<file path="src/sv/three_wire_rtc_serial_master_assert.svh">
// assertion macros for the three-wire rtc serial master
// no dependencies; included by the modules that check their own logic
`ifndef THREE_WIRE_RTC_SERIAL_MASTER_ASSERT_SVH
`define THREE_WIRE_RTC_SERIAL_MASTER_ASSERT_SVH

// same-cycle implication
`define TWRSM_ASSERT_SAME(label, clk, rst, ante, cons, msg) \
   label: assert property (@(posedge clk) disable iff (rst) (ante) |-> (cons)) \
      else $error(msg);

// next-cycle implication
`define TWRSM_ASSERT_NEXT(label, clk, rst, ante, cons, msg) \
   label: assert property (@(posedge clk) disable iff (rst) (ante) |=> (cons)) \
      else $error(msg);

`endif

</file>
<file path="src/sv/twrsm_pkg.sv">
// shared types and constants of the three-wire rtc serial master
// no dependencies; used by twrsm_front, twrsm_back and the top level
package twrsm_pkg;

   localparam int unsigned TIME_REG_COUNT = 7;
   localparam int unsigned TIME_BYTES     = 7;

   localparam logic [3:0] SET_FRAMES = 4'(TIME_REG_COUNT + 2);
   localparam logic [3:0] GET_FRAMES = 4'(TIME_REG_COUNT);
   localparam logic [3:0] ONE_FRAME  = 4'd1;

   localparam logic [7:0] WP_ADDR      = 8'h8e;
   localparam logic [7:0] WP_OFF       = 8'h00;
   localparam logic [7:0] WP_ON        = 8'h80;
   localparam logic [7:0] TIME_WR_BASE = 8'h80;
   localparam logic [7:0] READ_BIT     = 8'h01;
   localparam logic [7:0] TIME_RD_BASE = 8'h81 | READ_BIT;
   localparam logic [7:0] DATA_NONE    = 8'h00;
   localparam logic [7:0] HALF_RESET   = 8'd10;

   typedef enum logic [2:0] {
      OP_TICK  = 3'd0,
      OP_SET   = 3'd1,
      OP_GET   = 3'd2,
      OP_WRITE = 3'd3,
      OP_READ  = 3'd4
   } opcode_type;

   typedef enum logic [2:0] {
      KIND_NONE  = 3'd0,
      KIND_SET   = 3'd1,
      KIND_GET   = 3'd2,
      KIND_WRITE = 3'd3,
      KIND_READ  = 3'd4
   } cmd_kind_type;

   typedef enum logic [2:0] {
      PHASE_IDLE  = 3'd0,
      PHASE_SETUP = 3'd1,
      PHASE_WLOW  = 3'd2,
      PHASE_WHIGH = 3'd3,
      PHASE_RHIGH = 3'd4,
      PHASE_RLOW  = 3'd5,
      PHASE_END   = 3'd6
   } phase_type;

   typedef struct packed {
      cmd_kind_type kind;
      logic [7:0]   reg_addr;
      logic [7:0]   write_data;
      logic [55:0]  time_in;
      logic         io_in;
   } entry_type;

endpackage

</file>
<file path="src/sv/twrsm_front.sv">
// front end: takes each request, classifies the opcode and queues it
// depends on twrsm_pkg
module twrsm_front (
   input  logic                 clock,
   input  logic                 reset,
   input  logic                 req_valid,
   output logic                 req_ready,
   input  logic [2:0]           req_opcode,
   input  logic [7:0]           req_reg_addr,
   input  logic [7:0]           req_write_data,
   input  logic [55:0]          req_time_in,
   input  logic                 req_io_in,
   output logic                 q_valid,
   output twrsm_pkg::entry_type q_entry,
   input  logic                 q_pop
);

   twrsm_pkg::entry_type entry_ff [2];
   twrsm_pkg::entry_type entry_in;
   logic                 wr_ptr_ff, wr_ptr_in;
   logic                 rd_ptr_ff, rd_ptr_in;
   logic [1:0]           count_ff, count_in;
   logic                 push;

   always_comb begin
      entry_in.reg_addr   = req_reg_addr;
      entry_in.write_data = req_write_data;
      entry_in.time_in    = req_time_in;
      entry_in.io_in      = req_io_in;
      unique case (req_opcode)
         twrsm_pkg::OP_SET:   entry_in.kind = twrsm_pkg::KIND_SET;
         twrsm_pkg::OP_GET:   entry_in.kind = twrsm_pkg::KIND_GET;
         twrsm_pkg::OP_WRITE: entry_in.kind = twrsm_pkg::KIND_WRITE;
         twrsm_pkg::OP_READ:  entry_in.kind = twrsm_pkg::KIND_READ;
         default:             entry_in.kind = twrsm_pkg::KIND_NONE;
      endcase
   end

   assign req_ready = (count_ff != 2'd2);
   assign push      = req_valid && req_ready;
   assign q_valid   = (count_ff != 2'd0);
   assign q_entry   = entry_ff[rd_ptr_ff];

   assign wr_ptr_in = push ? ~wr_ptr_ff : wr_ptr_ff;
   assign rd_ptr_in = q_pop ? ~rd_ptr_ff : rd_ptr_ff;
   assign count_in  = 2'(count_ff + {1'b0, push} - {1'b0, q_pop});

   always_ff @(posedge clock) begin
      if (reset) begin
         wr_ptr_ff <= 1'b0;
         rd_ptr_ff <= 1'b0;
         count_ff  <= 2'd0;
      end else begin
         wr_ptr_ff <= wr_ptr_in;
         rd_ptr_ff <= rd_ptr_in;
         count_ff  <= count_in;
      end
   end

   always_ff @(posedge clock) begin
      if (push) begin
         entry_ff[wr_ptr_ff] <= entry_in;
      end
   end

endmodule

</file>
<file path="src/sv/twrsm_back.sv">
// back end: frame sequencer that runs one tick per queued request and
// registers the pin levels and status; depends on twrsm_pkg and the assert header
`include "three_wire_rtc_serial_master_assert.svh"

module twrsm_back (
   input  logic                 clock,
   input  logic                 reset,
   input  logic                 csr_write_enable,
   input  logic [7:0]           csr_write_data,
   input  logic                 q_valid,
   input  twrsm_pkg::entry_type q_entry,
   output logic                 q_pop,
   output logic                 rsp_valid,
   input  logic                 rsp_ready,
   output logic                 rsp_chip_enable,
   output logic                 rsp_serial_clock,
   output logic                 rsp_io_out,
   output logic                 rsp_io_drive,
   output logic                 rsp_busy_res,
   output logic                 rsp_done_res,
   output logic [7:0]           rsp_read_data,
   output logic [55:0]          rsp_time_out
);

   twrsm_pkg::phase_type    phase_ff, phase_in;
   twrsm_pkg::cmd_kind_type kind_ff, kind_in;
   logic [7:0]              tick_ff, tick_in;
   logic [4:0]              bit_ff, bit_in;
   logic [15:0]             shift_ff, shift_in;
   logic [3:0]              index_ff, index_in;
   logic [55:0]             tbuf_ff, tbuf_in;
   logic [7:0]              last_read_ff, last_read_in;
   logic [7:0]              half_ff;

   logic                    rsp_valid_ff, rsp_valid_in;
   logic                    ce_ff, sclk_ff, dout_ff, drv_ff, busy_ff, done_ff;
   logic                    ce, sclk, dout, drv, done;

   logic [7:0]              half_eff;
   logic                    half_end;
   logic                    read_kind;
   logic [4:0]              bit_next;
   logic [3:0]              index_next;
   logic [3:0]              frames;

   function automatic logic [15:0] frame_word(twrsm_pkg::cmd_kind_type kind,
                                              logic [3:0] idx, logic [55:0] tbuf);
      logic [2:0]  k;
      logic [15:0] word;
      k = 3'(idx - 4'd1);
      if (kind == twrsm_pkg::KIND_SET) begin
         if (idx == 4'd0) begin
            word = {twrsm_pkg::WP_OFF, twrsm_pkg::WP_ADDR};
         end else if (idx <= 4'(twrsm_pkg::TIME_REG_COUNT)) begin
            word = {tbuf[{k, 3'b000} +: 8], 8'(twrsm_pkg::TIME_WR_BASE + {4'b0, k, 1'b0})};
         end else begin
            word = {twrsm_pkg::WP_ON, twrsm_pkg::WP_ADDR};
         end
      end else begin
         k    = idx[2:0];
         word = {twrsm_pkg::DATA_NONE, 8'(twrsm_pkg::TIME_RD_BASE + {4'b0, k, 1'b0})};
      end
      return word;
   endfunction

   assign q_pop        = q_valid && (!rsp_valid_ff || rsp_ready);
   assign rsp_valid_in = q_pop ? 1'b1 : (rsp_ready ? 1'b0 : rsp_valid_ff);

   always_comb begin
      phase_in     = phase_ff;
      kind_in      = kind_ff;
      tick_in      = tick_ff;
      bit_in       = bit_ff;
      shift_in     = shift_ff;
      index_in     = index_ff;
      tbuf_in      = tbuf_ff;
      last_read_in = last_read_ff;
      done         = 1'b0;
      half_eff     = (half_ff == 8'd0) ? 8'd1 : half_ff;
      half_end     = ({1'b0, tick_ff} + 9'd1) >= {1'b0, half_eff};
      read_kind    = (kind_ff == twrsm_pkg::KIND_GET) || (kind_ff == twrsm_pkg::KIND_READ);
      bit_next     = bit_ff + 5'd1;
      index_next   = index_ff + 4'd1;
      frames       = (kind_ff == twrsm_pkg::KIND_SET) ? twrsm_pkg::SET_FRAMES :
                     (kind_ff == twrsm_pkg::KIND_GET) ? twrsm_pkg::GET_FRAMES :
                                                        twrsm_pkg::ONE_FRAME;

      if (phase_ff == twrsm_pkg::PHASE_IDLE) begin
         if (q_entry.kind != twrsm_pkg::KIND_NONE) begin
            kind_in  = q_entry.kind;
            index_in = 4'd0;
            bit_in   = 5'd0;
            tick_in  = 8'd0;
            phase_in = twrsm_pkg::PHASE_SETUP;
            unique case (q_entry.kind)
               twrsm_pkg::KIND_SET: begin
                  tbuf_in  = q_entry.time_in;
                  shift_in = frame_word(twrsm_pkg::KIND_SET, 4'd0, q_entry.time_in);
               end
               twrsm_pkg::KIND_GET: begin
                  tbuf_in  = '0;
                  shift_in = frame_word(twrsm_pkg::KIND_GET, 4'd0, '0);
               end
               twrsm_pkg::KIND_WRITE: begin
                  shift_in = {q_entry.write_data, q_entry.reg_addr};
               end
               default: begin
                  shift_in = {twrsm_pkg::DATA_NONE, q_entry.reg_addr};
               end
            endcase
         end
      end else if (!half_end) begin
         tick_in = tick_ff + 8'd1;
      end else begin
         tick_in = 8'd0;
         unique case (phase_ff)
            twrsm_pkg::PHASE_SETUP: phase_in = twrsm_pkg::PHASE_WLOW;
            twrsm_pkg::PHASE_WLOW:  phase_in = twrsm_pkg::PHASE_WHIGH;
            twrsm_pkg::PHASE_WHIGH: begin
               shift_in = {1'b0, shift_ff[15:1]};
               bit_in   = bit_next;
               if (bit_next == 5'd8 && read_kind) begin
                  phase_in = twrsm_pkg::PHASE_RHIGH;
               end else if (bit_next >= 5'd16) begin
                  phase_in = twrsm_pkg::PHASE_END;
               end else begin
                  phase_in = twrsm_pkg::PHASE_WLOW;
               end
            end
            twrsm_pkg::PHASE_RHIGH: phase_in = twrsm_pkg::PHASE_RLOW;
            twrsm_pkg::PHASE_RLOW: begin
               shift_in = {8'h00, q_entry.io_in, shift_ff[7:1]};
               bit_in   = bit_next;
               phase_in = (bit_next >= 5'd16) ? twrsm_pkg::PHASE_END : twrsm_pkg::PHASE_RHIGH;
            end
            twrsm_pkg::PHASE_END: begin
               if (kind_ff == twrsm_pkg::KIND_GET) begin
                  if (index_ff[2:0] < 3'(twrsm_pkg::TIME_BYTES)) begin
                     tbuf_in = tbuf_ff | (56'(shift_ff[7:0]) << {index_ff[2:0], 3'b000});
                  end
               end else if (kind_ff == twrsm_pkg::KIND_READ) begin
                  last_read_in = shift_ff[7:0];
               end
               index_in = index_next;
               bit_in   = 5'd0;
               if (index_next < frames) begin
                  shift_in = frame_word(kind_ff, index_next, tbuf_ff);
                  phase_in = twrsm_pkg::PHASE_SETUP;
               end else begin
                  phase_in = twrsm_pkg::PHASE_IDLE;
                  done     = 1'b1;
               end
            end
            default: phase_in = phase_ff;
         endcase
      end

      ce   = 1'b0;
      sclk = 1'b0;
      dout = 1'b0;
      drv  = 1'b0;
      unique case (phase_in)
         twrsm_pkg::PHASE_WLOW: begin
            ce   = 1'b1;
            drv  = 1'b1;
            dout = shift_in[0];
         end
         twrsm_pkg::PHASE_WHIGH: begin
            ce   = 1'b1;
            sclk = 1'b1;
            drv  = 1'b1;
            dout = shift_in[0];
         end
         twrsm_pkg::PHASE_RHIGH, twrsm_pkg::PHASE_END: begin
            ce   = 1'b1;
            sclk = 1'b1;
         end
         twrsm_pkg::PHASE_RLOW: ce = 1'b1;
         default: ce = 1'b0;
      endcase
   end

   always_ff @(posedge clock) begin
      if (reset) begin
         phase_ff     <= twrsm_pkg::PHASE_IDLE;
         kind_ff      <= twrsm_pkg::KIND_NONE;
         tick_ff      <= 8'd0;
         bit_ff       <= 5'd0;
         shift_ff     <= 16'd0;
         index_ff     <= 4'd0;
         tbuf_ff      <= 56'd0;
         last_read_ff <= 8'd0;
         rsp_valid_ff <= 1'b0;
      end else begin
         rsp_valid_ff <= rsp_valid_in;
         if (q_pop) begin
            phase_ff     <= phase_in;
            kind_ff      <= kind_in;
            tick_ff      <= tick_in;
            bit_ff       <= bit_in;
            shift_ff     <= shift_in;
            index_ff     <= index_in;
            tbuf_ff      <= tbuf_in;
            last_read_ff <= last_read_in;
         end
      end
   end

   always_ff @(posedge clock) begin
      if (reset) begin
         half_ff <= twrsm_pkg::HALF_RESET;
      end else if (csr_write_enable) begin
         half_ff <= csr_write_data;
      end
   end

   // result register, loaded on each tick taken from the queue
   always_ff @(posedge clock) begin
      if (q_pop) begin
         ce_ff   <= ce;
         sclk_ff <= sclk;
         dout_ff <= dout;
         drv_ff  <= drv;
         busy_ff <= (phase_in != twrsm_pkg::PHASE_IDLE);
         done_ff <= done;
      end
   end

   assign rsp_valid        = rsp_valid_ff;
   assign rsp_chip_enable  = ce_ff;
   assign rsp_serial_clock = sclk_ff;
   assign rsp_io_out       = dout_ff;
   assign rsp_io_drive     = drv_ff;
   assign rsp_busy_res     = busy_ff;
   assign rsp_done_res     = done_ff;
   assign rsp_read_data    = last_read_ff;
   assign rsp_time_out     = tbuf_ff;

   `TWRSM_ASSERT_SAME(a_idle_counters, clock, reset, phase_ff == twrsm_pkg::PHASE_IDLE, bit_ff == 5'd0 && tick_ff == 8'd0, "idle with counters not cleared")
   `TWRSM_ASSERT_SAME(a_bit_range, clock, reset, 1'b1, bit_ff <= 5'd16, "bit count past sixteen")
   `TWRSM_ASSERT_SAME(a_done_idle, clock, reset, rsp_valid_ff && done_ff, !busy_ff && phase_ff == twrsm_pkg::PHASE_IDLE, "done while still busy")
   `TWRSM_ASSERT_SAME(a_enable_busy, clock, reset, rsp_valid_ff && ce_ff, busy_ff, "chip enable outside a command")
   `TWRSM_ASSERT_NEXT(a_hold_no_pop, clock, reset, !q_pop, $stable(phase_ff) && $stable(shift_ff), "sequencer moved without a tick")

endmodule

</file>
<file path="src/sv/three_wire_rtc_serial_master.sv">
// Three-wire rtc serial master. Every request is one timing tick and yields
// exactly one response carrying the pin levels and status after that tick.
// One request is taken per clock and one response leaves per clock while
// rsp_ready is high: a tick enters a two-entry queue, the frame sequencer
// takes it from the queue in the next cycle, and its response is loaded
// into the output register, so throughput is one tick per cycle. Opcodes
// arriving while busy are dropped; half_bit_ticks must be written through csr_
// only while no command runs, which the block does not enforce; a value of
// zero acts as one.
// Depends on twrsm_pkg, twrsm_front and twrsm_back.
module three_wire_rtc_serial_master (
   input  logic        clock,
   input  logic        reset,
   input  logic        req_valid,
   output logic        req_ready,
   input  logic [2:0]  req_opcode,
   input  logic [7:0]  req_reg_addr,
   input  logic [7:0]  req_write_data,
   input  logic [55:0] req_time_in,
   input  logic        req_io_in,
   output logic        rsp_valid,
   input  logic        rsp_ready,
   output logic        rsp_chip_enable,
   output logic        rsp_serial_clock,
   output logic        rsp_io_out,
   output logic        rsp_io_drive,
   output logic        rsp_busy_res,
   output logic        rsp_done_res,
   output logic [7:0]  rsp_read_data,
   output logic [55:0] rsp_time_out,
   input  logic        csr_write_enable,
   input  logic [7:0]  csr_write_data
);

   logic                 q_valid;
   logic                 q_pop;
   twrsm_pkg::entry_type q_entry;

   twrsm_front u_front (
      .clock          (clock),
      .reset          (reset),
      .req_valid      (req_valid),
      .req_ready      (req_ready),
      .req_opcode     (req_opcode),
      .req_reg_addr   (req_reg_addr),
      .req_write_data (req_write_data),
      .req_time_in    (req_time_in),
      .req_io_in      (req_io_in),
      .q_valid        (q_valid),
      .q_entry        (q_entry),
      .q_pop          (q_pop)
   );

   twrsm_back u_back (
      .clock            (clock),
      .reset            (reset),
      .csr_write_enable (csr_write_enable),
      .csr_write_data   (csr_write_data),
      .q_valid          (q_valid),
      .q_entry          (q_entry),
      .q_pop            (q_pop),
      .rsp_valid        (rsp_valid),
      .rsp_ready        (rsp_ready),
      .rsp_chip_enable  (rsp_chip_enable),
      .rsp_serial_clock (rsp_serial_clock),
      .rsp_io_out       (rsp_io_out),
      .rsp_io_drive     (rsp_io_drive),
      .rsp_busy_res     (rsp_busy_res),
      .rsp_done_res     (rsp_done_res),
      .rsp_read_data    (rsp_read_data),
      .rsp_time_out     (rsp_time_out)
   );

endmodule
</file>
<file path="config.mk">
export PLATFORM = sky130hd
export DESIGN_NAME = three_wire_rtc_serial_master
export DESIGN_NICKNAME = d
export VERILOG_FILES = /design/src/sv/twrsm_pkg.sv /design/src/sv/twrsm_front.sv /design/src/sv/twrsm_back.sv /design/src/sv/three_wire_rtc_serial_master.sv
export VERILOG_INCLUDE_DIRS = /design/src /design/src/sv
export SDC_FILE = /design/constraint.sdc
export NUM_CORES = 1
export LEC_CHECK = 0
export ABC_AREA = 1
export BUFFER_PORTS_ARGS = -buffer_cell sky130_fd_sc_hd__buf_2
export CAP_MARGIN = 5
export CORE_UTILIZATION = 30
export CTS_CLUSTER_DIAMETER = 40
export DETAILED_ROUTE_END_ITERATION = 16
export MAX_ROUTING_LAYER = met4
export PLACE_DENSITY = 0.51
export SYNTH_ARGS = -nofsm -noshare
export SYNTH_HDL_FRONTEND = slang
export SYNTH_SLANG_ARGS = --single-unit
</file>
<file path="constraint.sdc">
create_clock -name clock -period 13.11 [get_ports clock]
set_input_delay 0.6555 -clock clock [delete_from_list [all_inputs] [get_ports clock]]
set_output_delay 0.6555 -clock clock [all_outputs]
set_load 0.03 [all_outputs]
</file>
Yosys cells after proc, flatten, opt, wreduce, memory -nomap -nowiden
Memories as Yosys holds them, arrays and structs flattened. A register that Yosys moved wholly into a read port is not among the register bits. Cells that the tools add are included.

Add/sub/neg operators: 9. Magnitude comparators: 5. Eq/ne operators: 26. Shift-type cells: 2. Muxes and demuxes: 49. Bitwise gates (word level): 7. Reductions and logical operators: 31.

Operators with widths (count): two-way mux 56 bit (6); two-way mux 16 bit (7); case mux 56 bit (2 select lines) (1); case mux 16 bit (3 select lines) (2); OR 56 bit (1); indexed part select 56 x 7 -> 8 bit (1); left shift 8 x 6 -> 56 bit (1); two-way mux 8 bit (4); == test 3 x 2 -> 1 bit (second input constant) (9); == test 3 bit (second input constant) (8); two-way mux 4 bit (5); two-way mux 3 bit (6); case mux 3 bit (6 select lines) (1); adder 8 x 4 -> 8 bit (first input constant) (2); two-way mux 5 bit (3); == test 3 x 1 -> 1 bit (second input constant) (4); case mux 3 bit (4 select lines) (1); nonzero test 2 bit (6); two-way mux 1 bit (11); case mux 5 bit (2 select lines) (1); adder 8 x 1 -> 9 bit (second input constant) (1); greater-or-equal comparator 9 x 8 -> 1 bit (1); nonzero test 3 bit (3); adder 8 x 1 -> 8 bit (second input constant) (1); other kinds (31) (43).

Flip-flop bits (word level): 122. Bits in writable memories: 152. Bits of input ports: 89. Output and inout bits: 72. Word-level logic and storage cells: 150. Memories: 1.

Memory list: u_front.entry_ff (words 2, bits a word 76, rd ports 1, clocked after Yosys merged registers in 1, wr ports 1, line twrsm_front.sv:18) `twrsm_pkg::entry_type entry_ff [2];`.

Longest topological paths before layout
Depth after elaboration: 11. Mapped depth: 20. Gate-level depth less buffers: 20.

Modules after synthesis
From an unflattened synthesis, not the netlist that was laid out.

Cells, all modules: 1415. Area total of the unflattened synthesis: 13121.3 um^2.

Modules (own cells, without submodules): twrsm_back (times used 1, cells each 1142, area an instance 7235.7 um^2, sequential area each 2422.3 um^2); twrsm_front (times used 1, cells each 273, area an instance 5885.6 um^2, sequential area each 4664.5 um^2).

Least setup slack after synthesis
Ideal clock, no wire load.

Kind: input -> register. Start: input req_valid. End: memory u_front.entry_ff[1][0] (netlist name), enable pin. Setup time: 512 ps. Arrival time: 3949 ps. Required time: 12598 ps. Slack: 8648 ps. Stages: 2. Buffers on the path: 0. Cells stage by stage: nand2_1 > nor2_1.

Cells in the longest elaborated chain, start to end: 3.

RTL lines: from (decl) (line three_wire_rtc_serial_master.sv:14) `input logic req_valid,`; logical AND 1 bit (line twrsm_front.sv:40) `assign push = req_valid && req_ready;`; two-way mux 1 bit (line twrsm_front.sv:61) `if (push) begin`; two-way mux 1 bit (not written as such) (line twrsm_front.sv:62) `entry_ff[wr_ptr_ff] <= entry_in;`; to (decl) (line twrsm_front.sv:18).

Every way passes these cells.

==> metrics.yaml <==
status: "finished clean"
drcViolationCount: 0
dpl.cell_count: 2170
cts_resized: 0
period_minus_slack_ns: 4.31
setup_slack_ns: 8.80
dp_slack_ns: 8.82
combPwrFrac_pct: 37.3
vdd.ir_drop.worst_v: 0.000114
cp_max_fo: 45
yosys.area_share.simple_pct: 21.3
start_util_pct: 30.4
fin_area_um2: 16000
cap_violations: 0
ys_async_sr_fraction_pct: 0
fmax_mhz: 232
synth_top_family_by_area: "simple AND/OR/NAND/NOR gates"
fin_tns_setup_ns: 0
synthesis.area_um2: 13100
cp.arrival_ns: 4.83
routabilityCongestion: 0.846
p_int_mw: 2.32
synth_compound_area_share_pct: 11.4
power.switching_mw: 1.76
drt-total-wl_um: 40900
worstPathRequired_ns: 13.63
die_h_um: 211
overflow: 0
final_nets: 1742
drt_iter0_drc: 953
r2r_cells: 13
antenna_found_initial: 0
cts_inserted_buffers: 50
rsz0062_at_grt: "no"
power_mw: 4.08
grt_usage_pct: 19.0
leakage_nw: 6.65
synth_edf_count: 158
slew_violations: 0
num_rows: 76
crit_path_start_kind: "register"
via_per_inst: 4.89
cts_setup_buffers: 0
htree_levels: 2
synthToLayoutAreaGrowth_pct: 22.8
fin_cells: 2263
ys_types: 41
first_pass_iters: 5
clock_latency_ns: 0.58
ys_ff_latch: 275
grt_start_max_net_pins: 78
num_io_pins: 161
postCtsHoldBufs: 0
setup_viol: 0
hold_path_class: "input pin to register"
cts_root_buf: "clkbuf_16"
cts_buffer_depth: 3
synth_flop_cell: "edfxtp_1"
path_class: "register to register"
core_area_um2: 43000
grt_pass1_vias: 10600
synth_fp_nets: 1601
holdPathStages: 1
syn_inst: 1496
relSlewSlack_pct: 22.2
finalHoldViolations: 0
layout_commonest_cell: "nand2_1"
grt_pass1_wl_um: 62600
synth_fa_ha_area_share_pct: 1.53
mostFrequentLayoutCells: "nand2_1, buf_2, nor2_1, edfxtp_1, o21ai_0"
synth.area.mux_share_pct: 4.68
cts_tree: "built"
skew_ns: 0.0242
crit_path_end_kind: "register"
vias: 11100
p_per_area_nw_per_um2: 254
antenna_left: 0
clkPwrFrac_pct: 31.9
seq_area_frac_synth_pct: 54.3
wl_per_cell_um: 18.1
synth-xor-area-share_pct: 0.470
yosysWarnings: 0
dieArea_um2: 44400
antenna_cells: 0
cts.sinks: 275
layout-drive-gt1-share_pct: 17.5
tightestPinTransition_ns: 1.17
placed_area_um2: 14300
clk_pin_slew_ns: 0.05
dp_hpwl_um: 27700
syn_avg_cell_area_um2: 8.73
die_w_um: 211
period_share_pct: 32.9
seqPwrFrac_pct: 30.8
io_buffers: 160
sw_frac_of_total_pct: 43.1
fill_cells: 4441
==> layout make-up <==
| type | instances | area [µm²] | area share (%) |
|---|---|---|---|
| sequential | 275 | 7090 | 44.2 |
| multi-input combinational | 1020 | 5160 | 32.2 |
| clock buffer | 55 | 1320 | 8.24 |
| timing repair buffer | 176 | 921 | 5.74 |
| tap | 585 | 732 | 4.56 |
| inverter | 114 | 428 | 2.67 |
| clock inverter | 38 | 385 | 2.40 |
==> Yosys cell counts, drive strengths merged (5+ instances only) <==
| library cell | count | share of area, % |
|---|---|---|
| nand2 | 349 | 10 |
| nor2 | 170 | 5.3 |
| edfxtp | 158 | 36 |
| o21ai | 137 | 5.3 |
| dfxtp | 117 | 18 |
| inv | 114 | 3.3 |
| a21oi | 97 | 3.7 |
| nand3 | 73 | 2.9 |
| mux2i | 61 | 4.7 |
| nand4 | 48 | 2.3 |
| clkbuf | 45 | 1.3 |
| buf | 42 | 1.8 |
| ha | 16 | 1.5 |
| o22ai | 16 | 0.77 |
| o211ai | 15 | 0.86 |
| nor3 | 12 | 0.50 |
| a31oi | 8 | 0.38 |
| xor2 | 5 | 0.34 |
==> layer usage <==
metal	wire length, µm	track usage, %	part of all wire, %
met5	0	-	0
met4	1290	6.65	3.2
met3	2920	4.24	7.1
met2	18500	28.6	45
met1	18200	25.0	45
==> registers in the layout, summed over array words and instances, names as in the netlist, named ones only <==
signal and flops:
u_back.rsp_busy_res 1, u_back.rsp_time_out 56, u_back.rsp_io_drive 1, u_back.shift_ff 16
u_back.rsp_serial_clock 1, u_back.rsp_chip_enable 1, u_front.rd_ptr_ff 1, u_back.bit_ff 5
u_back.rsp_done_res 1, u_back.kind_ff 3, u_front.count_ff 2, u_back.phase_ff 3
u_back.half_ff 8, u_back.tick_ff 8, u_back.rsp_valid 1, u_front.entry_ff 152
u_front.wr_ptr_ff 1, u_back.rsp_read_data 8, u_back.rsp_io_out 1, u_back.index_ff 4
==> stage by stage <==
stage / utilization, % / hold slack (ns)
floorplan: - / 0.426
global placement: 33.3 / 0.437
detailed placement: 33.3 / 0.441
CTS: 37.3 / 0.231
global route: 37.3 / 0.235
finish: 37.3 / 0.261
==> final timing paths <==
path                                        start                      end  slack (ns)
worst min-delay path               req_time_in[7]   u_front.entry_ff[0][8]        0.26
worst max-delay path                     register  u_back.rsp_time_out[44]        8.80
worst min register to register  u_front.rd_ptr_ff        u_front.rd_ptr_ff        0.46
worst max register to register           register  u_back.rsp_time_out[44]        8.80
==> logic make-up (layout without fill, tap and decap cells) <==
logic type	after synthesis	in the layout
and+or+nand+nor	657	657
AOI/OAI and AO/OA	279	279
DFF	275	275
buffers and inverters	201	383
muxes	61	61
adders and majority gates	16	16
xor gates and xnor gates	7	7
==> power by group through the flow <==
| stage | Clock (mW) | Sequential (mW) | Combinational [mW] |
|---|---|---|---|
| finish | 1.30 | 1.26 | 1.52 |
| global route | 1.37 | 1.27 | 1.68 |
| CTS | 1.33 | 1.26 | 1.52 |
| detailed placement | 0 | 1.27 | 1.51 |
| global placement | 0 | 1.27 | 1.50 |
| floorplan | 0 | 1.27 | 1.04 |
==> critical path: stages (launching register included) <==
cell	delay, ns
dfxtp_4	0.69
buf_4	0.73
nand2_1	0.12
o21ai_1	0.26
nand2_1	0.15
nor2_1	0.17
nor2_2	0.08
nand2_1	0.06
buf_4	0.42
nand3_2	0.70
buf_4	0.55
nand2_1	0.11
nand2_1	0.05
nor2_1	0.10
(Power assumes the default switching activity.)
